[src/ssll_pkg.sv]
// ----------------------------------------------------------------------------
// ssll_pkg
// Shared constants, codes and control structs of the sorted linked list.
// ----------------------------------------------------------------------------
package ssll_pkg;

	localparam int ENTRIES = 64;
	localparam int IDX_W   = $clog2(ENTRIES);
	localparam int PTR_W   = IDX_W + 1;
	localparam int CNT_W   = $clog2(ENTRIES + 1);
	localparam int KEY_W   = 32;

	// Field widths of the stream words.
	localparam int REQ_W       = 2;
	localparam int STATUS_W    = 2;
	localparam int POS_W       = 6;
	localparam int SIZE_W      = 7;
	localparam int IN_FIELDS_W = REQ_W + KEY_W;
	localparam int IN_TDATA_W  = ((IN_FIELDS_W + 7) / 8) * 8;
	localparam int OUT_FIELDS_W = STATUS_W + POS_W + SIZE_W;
	localparam int OUT_TDATA_W  = ((OUT_FIELDS_W + 7) / 8) * 8;

	// A pointer at or above ENTRIES marks the end of a chain.
	localparam logic [PTR_W-1:0] NIL = PTR_W'(ENTRIES);

	localparam logic [REQ_W-1:0] REQ_SEARCH = 2'd0;
	localparam logic [REQ_W-1:0] REQ_INSERT = 2'd1;
	localparam logic [REQ_W-1:0] REQ_DELETE = 2'd2;

	localparam logic [STATUS_W-1:0] ST_OK        = 2'd0;
	localparam logic [STATUS_W-1:0] ST_NOT_FOUND = 2'd1;
	localparam logic [STATUS_W-1:0] ST_DUPLICATE = 2'd2;
	localparam logic [STATUS_W-1:0] ST_FULL      = 2'd3;

	typedef struct packed {
		logic load_req;
		logic walk_init;
		logic walk_step;
		logic decide;
		logic free_rd;
		logic wr1;
		logic wr2;
		logic out_load;
	} ctl_cmd_t;

	typedef struct packed {
		logic full;
		logic head_valid;
		logic walk_adv;
		logic do_ins;
		logic do_del;
		logic out_free;
	} dp_sts_t;

endpackage

[src/ssll_ctrl.sv]
// ----------------------------------------------------------------------------
// ssll_ctrl
// Sequencer of the sorted linked list: walk, decision and link updates.
// ----------------------------------------------------------------------------
module ssll_ctrl
	import ssll_pkg::*;
(
	input  logic     clk,
	input  logic     arst_n,
	input  logic     s_tvalid,
	output logic     s_tready,
	input  dp_sts_t  sts,
	output ctl_cmd_t cmd
);

	localparam logic [2:0] S_IDLE   = 3'd0;
	localparam logic [2:0] S_START  = 3'd1;
	localparam logic [2:0] S_WALK   = 3'd2;
	localparam logic [2:0] S_DECIDE = 3'd3;
	localparam logic [2:0] S_FREERD = 3'd4;
	localparam logic [2:0] S_WR1    = 3'd5;
	localparam logic [2:0] S_WR2    = 3'd6;
	localparam logic [2:0] S_DONE   = 3'd7;

	logic [2:0] state_q;
	logic [2:0] state_d;

	assign s_tready = (state_q == S_IDLE);

	always_comb begin
		state_d = state_q;
		cmd     = '0;
		case (state_q)
			S_IDLE: begin
				if (s_tvalid) begin
					cmd.load_req = 1'b1;
					state_d      = S_START;
				end
			end
			S_START: begin
				// A full store refuses an insert before any walk.
				if (sts.full) begin
					state_d = S_DECIDE;
				end else begin
					cmd.walk_init = 1'b1;
					state_d       = sts.head_valid ? S_WALK : S_DECIDE;
				end
			end
			S_WALK: begin
				cmd.walk_step = 1'b1;
				if (!sts.walk_adv) begin
					state_d = S_DECIDE;
				end
			end
			S_DECIDE: begin
				cmd.decide = 1'b1;
				if (sts.do_ins) begin
					state_d = S_FREERD;
				end else if (sts.do_del) begin
					state_d = S_WR1;
				end else begin
					state_d = S_DONE;
				end
			end
			S_FREERD: begin
				cmd.free_rd = 1'b1;
				state_d     = S_WR1;
			end
			S_WR1: begin
				cmd.wr1 = 1'b1;
				state_d = S_WR2;
			end
			S_WR2: begin
				cmd.wr2 = 1'b1;
				state_d = S_DONE;
			end
			S_DONE: begin
				if (sts.out_free) begin
					cmd.out_load = 1'b1;
					state_d      = S_IDLE;
				end
			end
			default: begin
				state_d = S_IDLE;
			end
		endcase
	end

	always_ff @(posedge clk or negedge arst_n) begin
		if (!arst_n) begin
			state_q <= S_IDLE;
		end else begin
			state_q <= state_d;
		end
	end

endmodule

[src/ssll_datapath.sv]
// ----------------------------------------------------------------------------
// ssll_datapath
// Node memories, list pointers, walk registers and the result register.
// ----------------------------------------------------------------------------
module ssll_datapath
	import ssll_pkg::*;
(
	input  logic                   clk,
	input  logic                   arst_n,
	input  ctl_cmd_t               cmd,
	output dp_sts_t                sts,
	input  logic [IN_TDATA_W-1:0]  s_tdata,
	output logic                   m_tvalid,
	input  logic                   m_tready,
	output logic [OUT_TDATA_W-1:0] m_tdata
);

	logic signed [KEY_W-1:0] key_mem [ENTRIES];
	logic [PTR_W-1:0]        next_mem [ENTRIES];
	logic [ENTRIES-1:0]      nvld_q;

	logic [REQ_W-1:0]        req_q;
	logic signed [KEY_W-1:0] key_q;
	logic [PTR_W-1:0]        list_head_q;
	logic [PTR_W-1:0]        free_head_q;
	logic [CNT_W-1:0]        count_q;
	logic [PTR_W-1:0]        cur_q;
	logic [PTR_W-1:0]        prev_q;
	logic [PTR_W-1:0]        cur_next_q;
	logic                    found_q;
	logic [STATUS_W-1:0]     res_status_q;
	logic [IDX_W-1:0]        res_pos_q;
	logic                    out_valid_q;
	logic [OUT_TDATA_W-1:0]  out_data_q;

	logic signed [KEY_W-1:0] key_rd_q;
	logic [PTR_W-1:0]        next_mem_rd_q;
	logic                    nvld_rd_q;
	logic [IDX_W-1:0]        raddr_q;

	logic [IDX_W-1:0] raddr;
	logic [PTR_W-1:0] next_rd;
	logic             less;
	logic             next_ok;
	logic             is_ins;
	logic             is_del;
	logic             free_ok;
	logic             prev_ok;
	logic             next_we;
	logic [IDX_W-1:0] next_wa;
	logic [PTR_W-1:0] next_wd;
	logic             key_we;

	// An entry never written still holds its reset link to the following node.
	assign next_rd = nvld_rd_q ? next_mem_rd_q : ({1'b0, raddr_q} + PTR_W'(1));
	assign less    = key_rd_q < key_q;
	assign next_ok = next_rd < NIL;
	assign is_ins  = (req_q == REQ_INSERT);
	assign is_del  = (req_q == REQ_DELETE);
	assign free_ok = free_head_q < NIL;
	assign prev_ok = prev_q < NIL;

	assign sts.full       = is_ins && !free_ok;
	assign sts.head_valid = list_head_q < NIL;
	assign sts.walk_adv   = less && next_ok;
	assign sts.do_ins     = is_ins && free_ok && !found_q;
	assign sts.do_del     = is_del && found_q;
	assign sts.out_free   = !out_valid_q || m_tready;

	always_comb begin
		raddr = '0;
		if (cmd.walk_init) begin
			raddr = list_head_q[IDX_W-1:0];
		end else if (cmd.walk_step) begin
			raddr = next_rd[IDX_W-1:0];
		end else if (cmd.free_rd) begin
			raddr = free_head_q[IDX_W-1:0];
		end
	end

	// Write port of the link memory: at most one link changes per cycle.
	always_comb begin
		next_we = 1'b0;
		next_wa = '0;
		next_wd = '0;
		key_we  = 1'b0;
		if (cmd.wr1) begin
			if (is_ins) begin
				key_we  = 1'b1;
				next_we = 1'b1;
				next_wa = res_pos_q;
				next_wd = cur_q;
			end else if (prev_ok) begin
				next_we = 1'b1;
				next_wa = prev_q[IDX_W-1:0];
				next_wd = cur_next_q;
			end
		end else if (cmd.wr2) begin
			if (is_ins) begin
				if (prev_ok) begin
					next_we = 1'b1;
					next_wa = prev_q[IDX_W-1:0];
					next_wd = {1'b0, res_pos_q};
				end
			end else begin
				next_we = 1'b1;
				next_wa = cur_q[IDX_W-1:0];
				next_wd = free_head_q;
			end
		end
	end

	always_ff @(posedge clk) begin
		if (key_we) begin
			key_mem[res_pos_q] <= key_q;
		end
		if (next_we) begin
			next_mem[next_wa] <= next_wd;
		end
		key_rd_q      <= key_mem[raddr];
		next_mem_rd_q <= next_mem[raddr];
		nvld_rd_q     <= nvld_q[raddr];
		raddr_q       <= raddr;
	end

	always_ff @(posedge clk or negedge arst_n) begin
		if (!arst_n) begin
			nvld_q <= '0;
		end else if (next_we) begin
			nvld_q[next_wa] <= 1'b1;
		end
	end

	// Request and walk registers.
	always_ff @(posedge clk) begin
		if (cmd.load_req) begin
			req_q <= s_tdata[REQ_W-1:0];
			key_q <= s_tdata[REQ_W +: KEY_W];
		end
		if (cmd.walk_init) begin
			cur_q   <= list_head_q;
			prev_q  <= NIL;
			found_q <= 1'b0;
		end else if (cmd.walk_step) begin
			if (less) begin
				prev_q <= cur_q;
				cur_q  <= next_rd;
				if (!next_ok) begin
					found_q <= 1'b0;
				end
			end else begin
				found_q    <= (key_rd_q == key_q);
				cur_next_q <= next_rd;
			end
		end
		if (cmd.decide) begin
			if (is_ins) begin
				if (!free_ok) begin
					res_status_q <= ST_FULL;
					res_pos_q    <= '0;
				end else if (found_q) begin
					res_status_q <= ST_DUPLICATE;
					res_pos_q    <= '0;
				end else begin
					res_status_q <= ST_OK;
					res_pos_q    <= free_head_q[IDX_W-1:0];
				end
			end else if (found_q) begin
				res_status_q <= ST_OK;
				res_pos_q    <= cur_q[IDX_W-1:0];
			end else begin
				res_status_q <= ST_NOT_FOUND;
				res_pos_q    <= '0;
			end
		end
		if (cmd.out_load) begin
			out_data_q <= OUT_TDATA_W'({SIZE_W'(count_q), POS_W'(res_pos_q), res_status_q});
		end
	end

	always_ff @(posedge clk or negedge arst_n) begin
		if (!arst_n) begin
			list_head_q <= NIL;
			free_head_q <= '0;
			count_q     <= '0;
			out_valid_q <= 1'b0;
		end else begin
			if (cmd.decide) begin
				if (sts.do_ins) begin
					count_q <= count_q + CNT_W'(1);
				end else if (sts.do_del) begin
					count_q <= count_q - CNT_W'(1);
				end
			end
			if (cmd.wr1) begin
				if (is_ins) begin
					free_head_q <= next_rd;
				end else if (!prev_ok) begin
					list_head_q <= cur_next_q;
				end
			end
			if (cmd.wr2) begin
				if (is_ins) begin
					if (!prev_ok) begin
						list_head_q <= {1'b0, res_pos_q};
					end
				end else begin
					free_head_q <= cur_q;
				end
			end
			if (cmd.out_load) begin
				out_valid_q <= 1'b1;
			end else if (m_tready) begin
				out_valid_q <= 1'b0;
			end
		end
	end

	assign m_tvalid = out_valid_q;
	assign m_tdata  = out_data_q;

endmodule

[src/sorted_static_linked_list_top.sv]
// ----------------------------------------------------------------------------
// sorted_static_linked_list_top
// Sorted list of signed keys in a fixed node store with a free list.
// ----------------------------------------------------------------------------
//  Channel  Direction  Word contents (lowest bit first)
//  s_*      in         req_type[1:0], key[33:2], zero pad to 40 bits
//  m_*      out        status[1:0], position[7:2], list_size[14:8], zero pad
//
// A request walks the linked nodes in order, reading one node per cycle from
// the node memory; an insert then reads the free list head and makes two link
// updates, and a delete makes two link updates.
// Reset leaves the list empty and the free list chained in index order; there
// is no clearing pass. A word is accepted only while the block is idle, and a
// finished word waits in the output register while the next one is accepted.
// ----------------------------------------------------------------------------
module sorted_static_linked_list_top
	import ssll_pkg::*;
(
	input  logic                   clk,
	input  logic                   arst_n,
	input  logic                   s_tvalid,
	output logic                   s_tready,
	input  logic [IN_TDATA_W-1:0]  s_tdata,   // req_type, key
	output logic                   m_tvalid,
	input  logic                   m_tready,
	output logic [OUT_TDATA_W-1:0] m_tdata    // status, position, list_size
);

	ctl_cmd_t cmd;
	dp_sts_t  sts;

	ssll_ctrl u_ctrl (
		.clk      (clk),
		.arst_n   (arst_n),
		.s_tvalid (s_tvalid),
		.s_tready (s_tready),
		.sts      (sts),
		.cmd      (cmd)
	);

	ssll_datapath u_datapath (
		.clk      (clk),
		.arst_n   (arst_n),
		.cmd      (cmd),
		.sts      (sts),
		.s_tdata  (s_tdata),
		.m_tvalid (m_tvalid),
		.m_tready (m_tready),
		.m_tdata  (m_tdata)
	);

endmodule
[config.mk]
export PLATFORM = sky130hd
export DESIGN_NAME = sorted_static_linked_list_top
export DESIGN_NICKNAME = d
export VERILOG_FILES = /design/src/ssll_pkg.sv /design/src/ssll_ctrl.sv /design/src/ssll_datapath.sv /design/src/sorted_static_linked_list_top.sv
export SDC_FILE = /design/constraint.sdc
export NUM_CORES = 2
export LEC_CHECK = 0
export BUFFER_PORTS_ARGS = -buffer_cell sky130_fd_sc_hd__buf_2
export CAP_MARGIN = 5
export CORE_MARGIN = 1
export CORE_UTILIZATION = 37
export DETAILED_ROUTE_END_ITERATION = 16
export PLACE_DENSITY = 0.5
export SYNTH_ARGS = -nofsm -noshare
export SYNTH_HDL_FRONTEND = slang
export SYNTH_SLANG_ARGS = --single-unit
[constraint.sdc]
create_clock -name clk -period 5.5 [get_ports clk]
set_clock_uncertainty 0.05 [all_clocks]
set_input_delay 0.825 -clock clk [delete_from_list [all_inputs] [get_ports clk]]
set_output_delay 0.825 -clock clk [all_outputs]
set_load 0.05 [all_outputs]
======== Word level (Yosys, flattened, before mapping) ========
Memory sizes are Yosys's and may differ from the RTL's. A register that Yosys moved wholly into a read port is not among the register bits.
Cells that the tools add are included.
cells by class
  add/subtract/negate cells ............... 3
  magnitude comparators ................... 8
  eq/ne operators ......................... 14
  multiplexer cells ....................... 76
  bitwise logic cells ..................... 3
  reduce and logical (&&, ||, !) cells .... 21
operators by type and width
  kind                                                                number
  two-way mux 7 bit                                                   21
  two-way mux 6 bit                                                   13
  bitwise OR 64 bit                                                   1
  == test 32 bit                                                      1
  < comparator 32 bit                                                 1
  two-way mux 1 bit                                                   30
  < comparator 7 bit (second input constant)                          4
  one-hot mux 3 bit (8 select lines)                                  1
  < comparator 6 x 7 -> 1 bit (second input constant)                 2
  == test 3 bit (second input constant)                               4
  two-way mux 3 bit                                                   4
  two-way mux 2 bit                                                   5
  inequality test 2 bit (second input constant)                       4
  AND reduction 2 bit                                                 4
  nonzero test 2 bit                                                  4
  adder 6 x 1 -> 7 bit (second input constant)                        1
  adder 7 x 1 -> 7 bit (second input constant)                        1
  subtractor 7 x 1 -> 7 bit (second input constant)                   1
  binary-select mux 1 bit (select 6 bit)                              1
  demux 1 bit (select 6 bit)                                          1
  == test 3 x 2 -> 1 bit (second input constant)                      2
  greater-or-equal comparator 6 x 1 -> 1 bit (second input constant)  1
  logical AND 1 bit                                                   6
  AND reduction 3 bit                                                 2
  other kinds (7)                                                     10
word-level totals
  flip-flop bits (word level) ............. 175
  memory bits (writable) .................. 2496
  logic and storage cells ................. 144
  memories kept ........................... 2
memory list
  name                 words  width  read ports  clocked after Yosys merged registers in  wr ports  line                 text
  u_datapath.key_mem   64     32     1           1                                        1         ssll_datapath.sv:18  logic signed [KEY_W-1:0] key_mem [ENTRIES];
  u_datapath.next_mem  64     7      1           1                                        1         ssll_datapath.sv:19  logic [PTR_W-1:0] next_mem [ENTRIES];

======== Depth between registers and ports, before layout ========
  word-level depth ........................ 10
  depth in mapped cells ................... 15
  depth with buffers taken out ............ 11

======== Hierarchy ========
A second synthesis with hierarchy kept.
unflattened totals
  cell total of the unflattened synthesis .. 7686
  area total of the unflattened synthesis .. 107285.4 um^2
by module, submodules not included
  module         instances  cells each  area each (um^2)
  ssll_datapath  1          7655        107007.6
  ssll_ctrl      1          31          277.8

======== Worst setup path after synthesis ========
OpenSTA, ideal clock, no wires.
  kind .................................... register to register
  from .................................... register u_ctrl.state_q[2]
  to ...................................... memory u_datapath.next_mem[0][6] in the netlist's numbering (data pin)
  library setup time ...................... 702 ps
  data arrival time ....................... 3721 ps
  data required time ...................... 4748 ps
  slack ................................... 1028 ps
  cell stages (with the launch flop) ...... 7
  path buffers ............................ 2
  period minus slack after synthesis ...... 4472 ps
  path through ............................ dfrtp_1 > buf_2 > clkbuf_1 > nand3b_1 > nor2_1 > a22oi_1 > o21ai_0
between the ends
  word-level cells in the longest chain between the ends .. 4
ends and longest elaborated chain
  item                       line                 text
  start: declaration         ssll_ctrl.sv:25      logic [2:0] state_q;
  start signal: assignment   ssll_ctrl.sv:93      state_q <= state_d;
  == test 3 bit              ssll_ctrl.sv:33      case (state_q)
  two-way mux 1 bit          ssll_ctrl.sv:33
  two-way mux 7 bit          ssll_datapath.sv:98  end else if (cmd.wr2) begin
  two-way mux 7 bit (*)      ssll_datapath.sv:87  if (cmd.wr1) begin
  net u_datapath.next_wd[6]  ssll_datapath.sv:51  logic [PTR_W-1:0] next_wd;
  end: declaration           ssll_datapath.sv:19
The timed path passes the listed nets; every way through them passes the cells marked *.

======== Worst setup path after layout ========
  from .................................... register u_ctrl.state_q[0]
  to ...................................... register u_datapath.key_rd_q[28] (read register of u_datapath.key_mem)
between the ends
  word-level cells in the longest chain between the ends .. 5
ends and longest elaborated chain
  item                   line                 text
  == test 3 bit          ssll_ctrl.sv:33
  two-way mux 1 bit      ssll_ctrl.sv:33
  two-way mux 6 bit      ssll_datapath.sv:76  end else if (cmd.free_rd) begin
  two-way mux 6 bit      ssll_datapath.sv:74  end else if (cmd.walk_step) begin
  two-way mux 6 bit (*)  ssll_datapath.sv:72  if (cmd.walk_init) begin
  end: declaration       ssll_datapath.sv:36  logic signed [KEY_W-1:0] key_rd_q;
Every way passes the cells marked *; elsewhere a longest branch is shown, timed or not.
A chain may end at the register's enable or synchronous reset.

==> results.yml <==
setup_path:
  reg2reg_from: "u_ctrl.state_q[0]$_DFFE_PN0P_"
  crit_fanout: 84
  cp.arrival_ns: 5.36
  reg2reg_setup_slack_ns: 0.84
  endpoint_kind: "register"
  required_ns: 6.20
  crit_end: "u_datapath.key_rd_q[28]$_DFF_P_"
  start_kind: "register"
  rr_endpoint: "u_datapath.key_rd_q[28]$_DFF_P_"
  crit_type: "register to register"
  startpoint: "u_ctrl.state_q[0]$_DFFE_PN0P_"
  reg2reg_depth: 10
grt:
  grt_remaining_overflow: 0
  grt_pass1_wl_mm: 451
  grt_usage_pct: 21.5
  antenna_found_initial: 26
  grt_pass1_vias: 62300
  grt_start_max_net_pins: 147
route:
  route.detailed.drc: 0
  post_drt_wl_per_cell_um: 27.1
  first_pass_iters: 5
  drtIter0Drc: 6852
  vias_per_cell: 5.58
  num_vias: 65200
  ant_nets: 0
  drt_wl_total_mm: 317
timing:
  maxSlewHeadroom_pct: 21.4
  tns_ns: 0
  finalMaxSlewViolations: 0
  finalWorstSetupSlack_ns: 0.840
  holdWs_ns: 0.105
  setup-violations-final: 0
  tightest_slew_ns: 1.17
  period_share_pct: 84.7
  final-hold-violation-count: 0
  layout_min_cycle_time_ns: 4.66
  fmax_mhz: 215
  grt_setup_unrepaired: "no"
cts:
  cts-resized-gates: 0
  clockBufferDepth: 4
  cts_made_buffers: 298
  clock_latency_ns: 0.86
  cts_htree_levels: 5
  cts_tree: "yes"
  cts_sinks: 2710
  root_buffer: "clkbuf_16"
  postCtsHoldBufs: 1
  clk_pin_slew_ns: 0.06
  post_cts_buffers: 0
floorplan:
  io_pins: 62
  core_area_um2: 285000
  rows: 196
  die_height_um: 538
  die_area_um2: 289000
  die_w_um: 538
  initial_core_util_pct: 37.2
layout:
  fillers: 25600
  synthToLayoutAreaGrowth_pct: 14.4
  fin_area_um2: 122000
  utilization_pct: 42.6
  drive_gt1_share_pct: 12.0
  final_cells: 11700
  final_nets: 7765
yosys:
  synth_area_um2: 106000
  synth_edf_count: 2567
  async_flop_share_pct: 3.28
  yosys_register_bits: 2710
  yosysSeqAreaShare_pct: 75.7
  syn_nets: 7628
  syn_area_per_cell_um2: 14.1
  syn_inst: 7545
  synth_cell_types: 72
  ys.flop_type: "edfxtp_1"
  yosysWarnings: 0
placement:
  io_buffers: 54
  place_hpwl_mm: 180
  post-place-cells: 11100
  gp_congestion: 0.865
  dp_slack_ns: 0.975
  post_dp_cell_area_um2: 112000
power:
  power.leakage_nw: 40.0
  p_per_area_nw_per_um2: 505
  irDropWorstVdd_mv: 0.686
  power_mw: 61.3
run_status:
  run_status: "finished, final reports clean"
run:
  cap_violations: 0
worst_hold_path:
  hold_class: "input pin to register"
-- layout by cell type (no fill, tap or decap), drive strengths merged, types with 54 or more instances in the layout --
cell type / instances
and3: 87
buf: 341
dfrtp: 88
nand3: 297
o21ai: 68
a32oi: 322
nor2: 242
a211oi: 83
clkinv: 90
nand4: 91
a21oi: 350
dfxtp: 54
inv: 55
nand2: 1848
mux2i: 170
edfxtp: 2567
clkbuf: 405
a31oi: 122
or2: 65
o22ai: 85
-- worst max-delay path: stages, from the launching register on --
cell and delay, ns:
dfrtp_1 0.62, nor3b_4 0.69, a32oi_1 0.21, and2_4 0.31
inv_8 0.45, buf_4 0.37, nand2_1 0.08, a32o_1 0.28
a31oi_1 0.49, a41oi_1 0.44, nor4_2 0.26
-- cell usage after synthesis (all sizes together), types with 7 or more instances --
cell type / n / area [um^2]
and3: 87 / 544
a32oi: 322 / 2820
a22o: 8 / 70.1
a22oi: 44 / 330
edfxtp: 2567 / 77100
or3: 45 / 282
a211oi: 83 / 633
nand4: 91 / 569
xnor2: 7 / 61.3
nand3: 297 / 1490
ha: 38 / 475
a31oi: 122 / 763
nor2b: 9 / 56.3
or2: 65 / 407
a21o: 15 / 113
inv: 44 / 168
o22ai: 85 / 532
nor4: 41 / 503
a21oi: 350 / 1760
or4: 39 / 293
o21ai: 68 / 340
mux2i: 170 / 1700
a32o: 41 / 410
o211ai: 44 / 330
nor3: 13 / 65.1
buf: 253 / 1310
a41oi: 39 / 342
a222oi: 9 / 90.1
dfrtp: 88 / 2200
dfxtp: 54 / 1080
nand2: 1848 / 6940
clkbuf: 252 / 946
nand3b: 8 / 60.1
nand2b: 11 / 68.8
nor2: 242 / 908
-- report_power, final --
part / switching [mW] / leakage, nW / internal (mW)
logic: 12.8 / 10.7 / 5.23
clock network: 8.09 / 4.50 / 11.1
registers: 0.526 / 24.8 / 23.6
-- per-layer routing --
metal | vias to the layer above | share of wire, % | track usage (%)
met4 | 4 | 2.5 | 5.74
met5 | - | 0.010 | 0
met3 | 404 | 7.0 | 3.57
met2 | 2377 | 46 | 33.9
met1 | 33500 | 45 | 30.9
li1 | 28900 | - | -
-- layout make-up --
class | count | area (um^2) | share of cell area (%)
multi-input cells | 4286 | 24000 | 19.8
flip-flops and latches | 2710 | 80400 | 66.2
clock buffers | 405 | 8140 | 6.70
well taps | 3762 | 4710 | 3.87
clock inverters | 120 | 1100 | 0.907
inverters | 44 | 189 | 0.155
repair buffers | 342 | 2940 | 2.42
diodes | 7 | 17.5 | 0.0144
-- worst min-delay path by stage --
| stage | startpoint | end | slack [ns] | cells past startpoint |
|---|---|---|---|---|
| 2_1_floorplan | u_datapath.res_status_q[0]$_DFFE_PN_ | u_datapath.m_tdata[0]$_DFFE_PP_ | 0.35 | 0 |
| 3_3_place_gp | u_datapath.res_status_q[0]$_DFFE_PN_ | u_datapath.m_tdata[0]$_DFFE_PP_ | 0.36 | 0 |
| 3_5_place_dp | u_datapath.res_status_q[0]$_DFFE_PN_ | u_datapath.m_tdata[0]$_DFFE_PP_ | 0.37 | 0 |
| 4_1_cts | s_tdata[17] | u_datapath.key_q[15]$_DFFE_PP_ | 0.04 | 1 |
| 5_1_grt | s_tdata[17] | u_datapath.key_q[15]$_DFFE_PP_ | 0.06 | 1 |
| 6_report | s_tdata[17] | u_datapath.key_q[15]$_DFFE_PP_ | 0.10 | 1 |
-- cell families after synthesis --
kind of cell	after synthesis	synth area share, %
buffers and inverters	549	2.28
muxes	175	1.66
adders and majority gates	39	0.467
xor gates and xnor gates	10	0.0825
and+or+nand+nor	2812	11.6
AOI/OAI and AO/OA	1249	8.20
DFF	2710	75.7
other	1	0.00353
-- sequential cells by signal, indices dropped and copies added (netlist names), 3 cells and up --
name	count
u_datapath.free_head_q	7
u_datapath.res_pos_q	6
u_datapath.nvld_q	64
u_datapath.m_tdata	15
u_datapath.count_q	7
u_datapath.key_rd_q	32
u_datapath.key_mem	2048
u_datapath.raddr_q	6
u_datapath.key_q	32
u_ctrl.state_q	3
u_datapath.list_head_q	7
u_datapath.cur_next_q	7
u_datapath.prev_q	7
u_datapath.next_mem_rd_q	7
u_datapath.cur_q	7
u_datapath.next_mem	448
(Power assumes the default switching activity.)
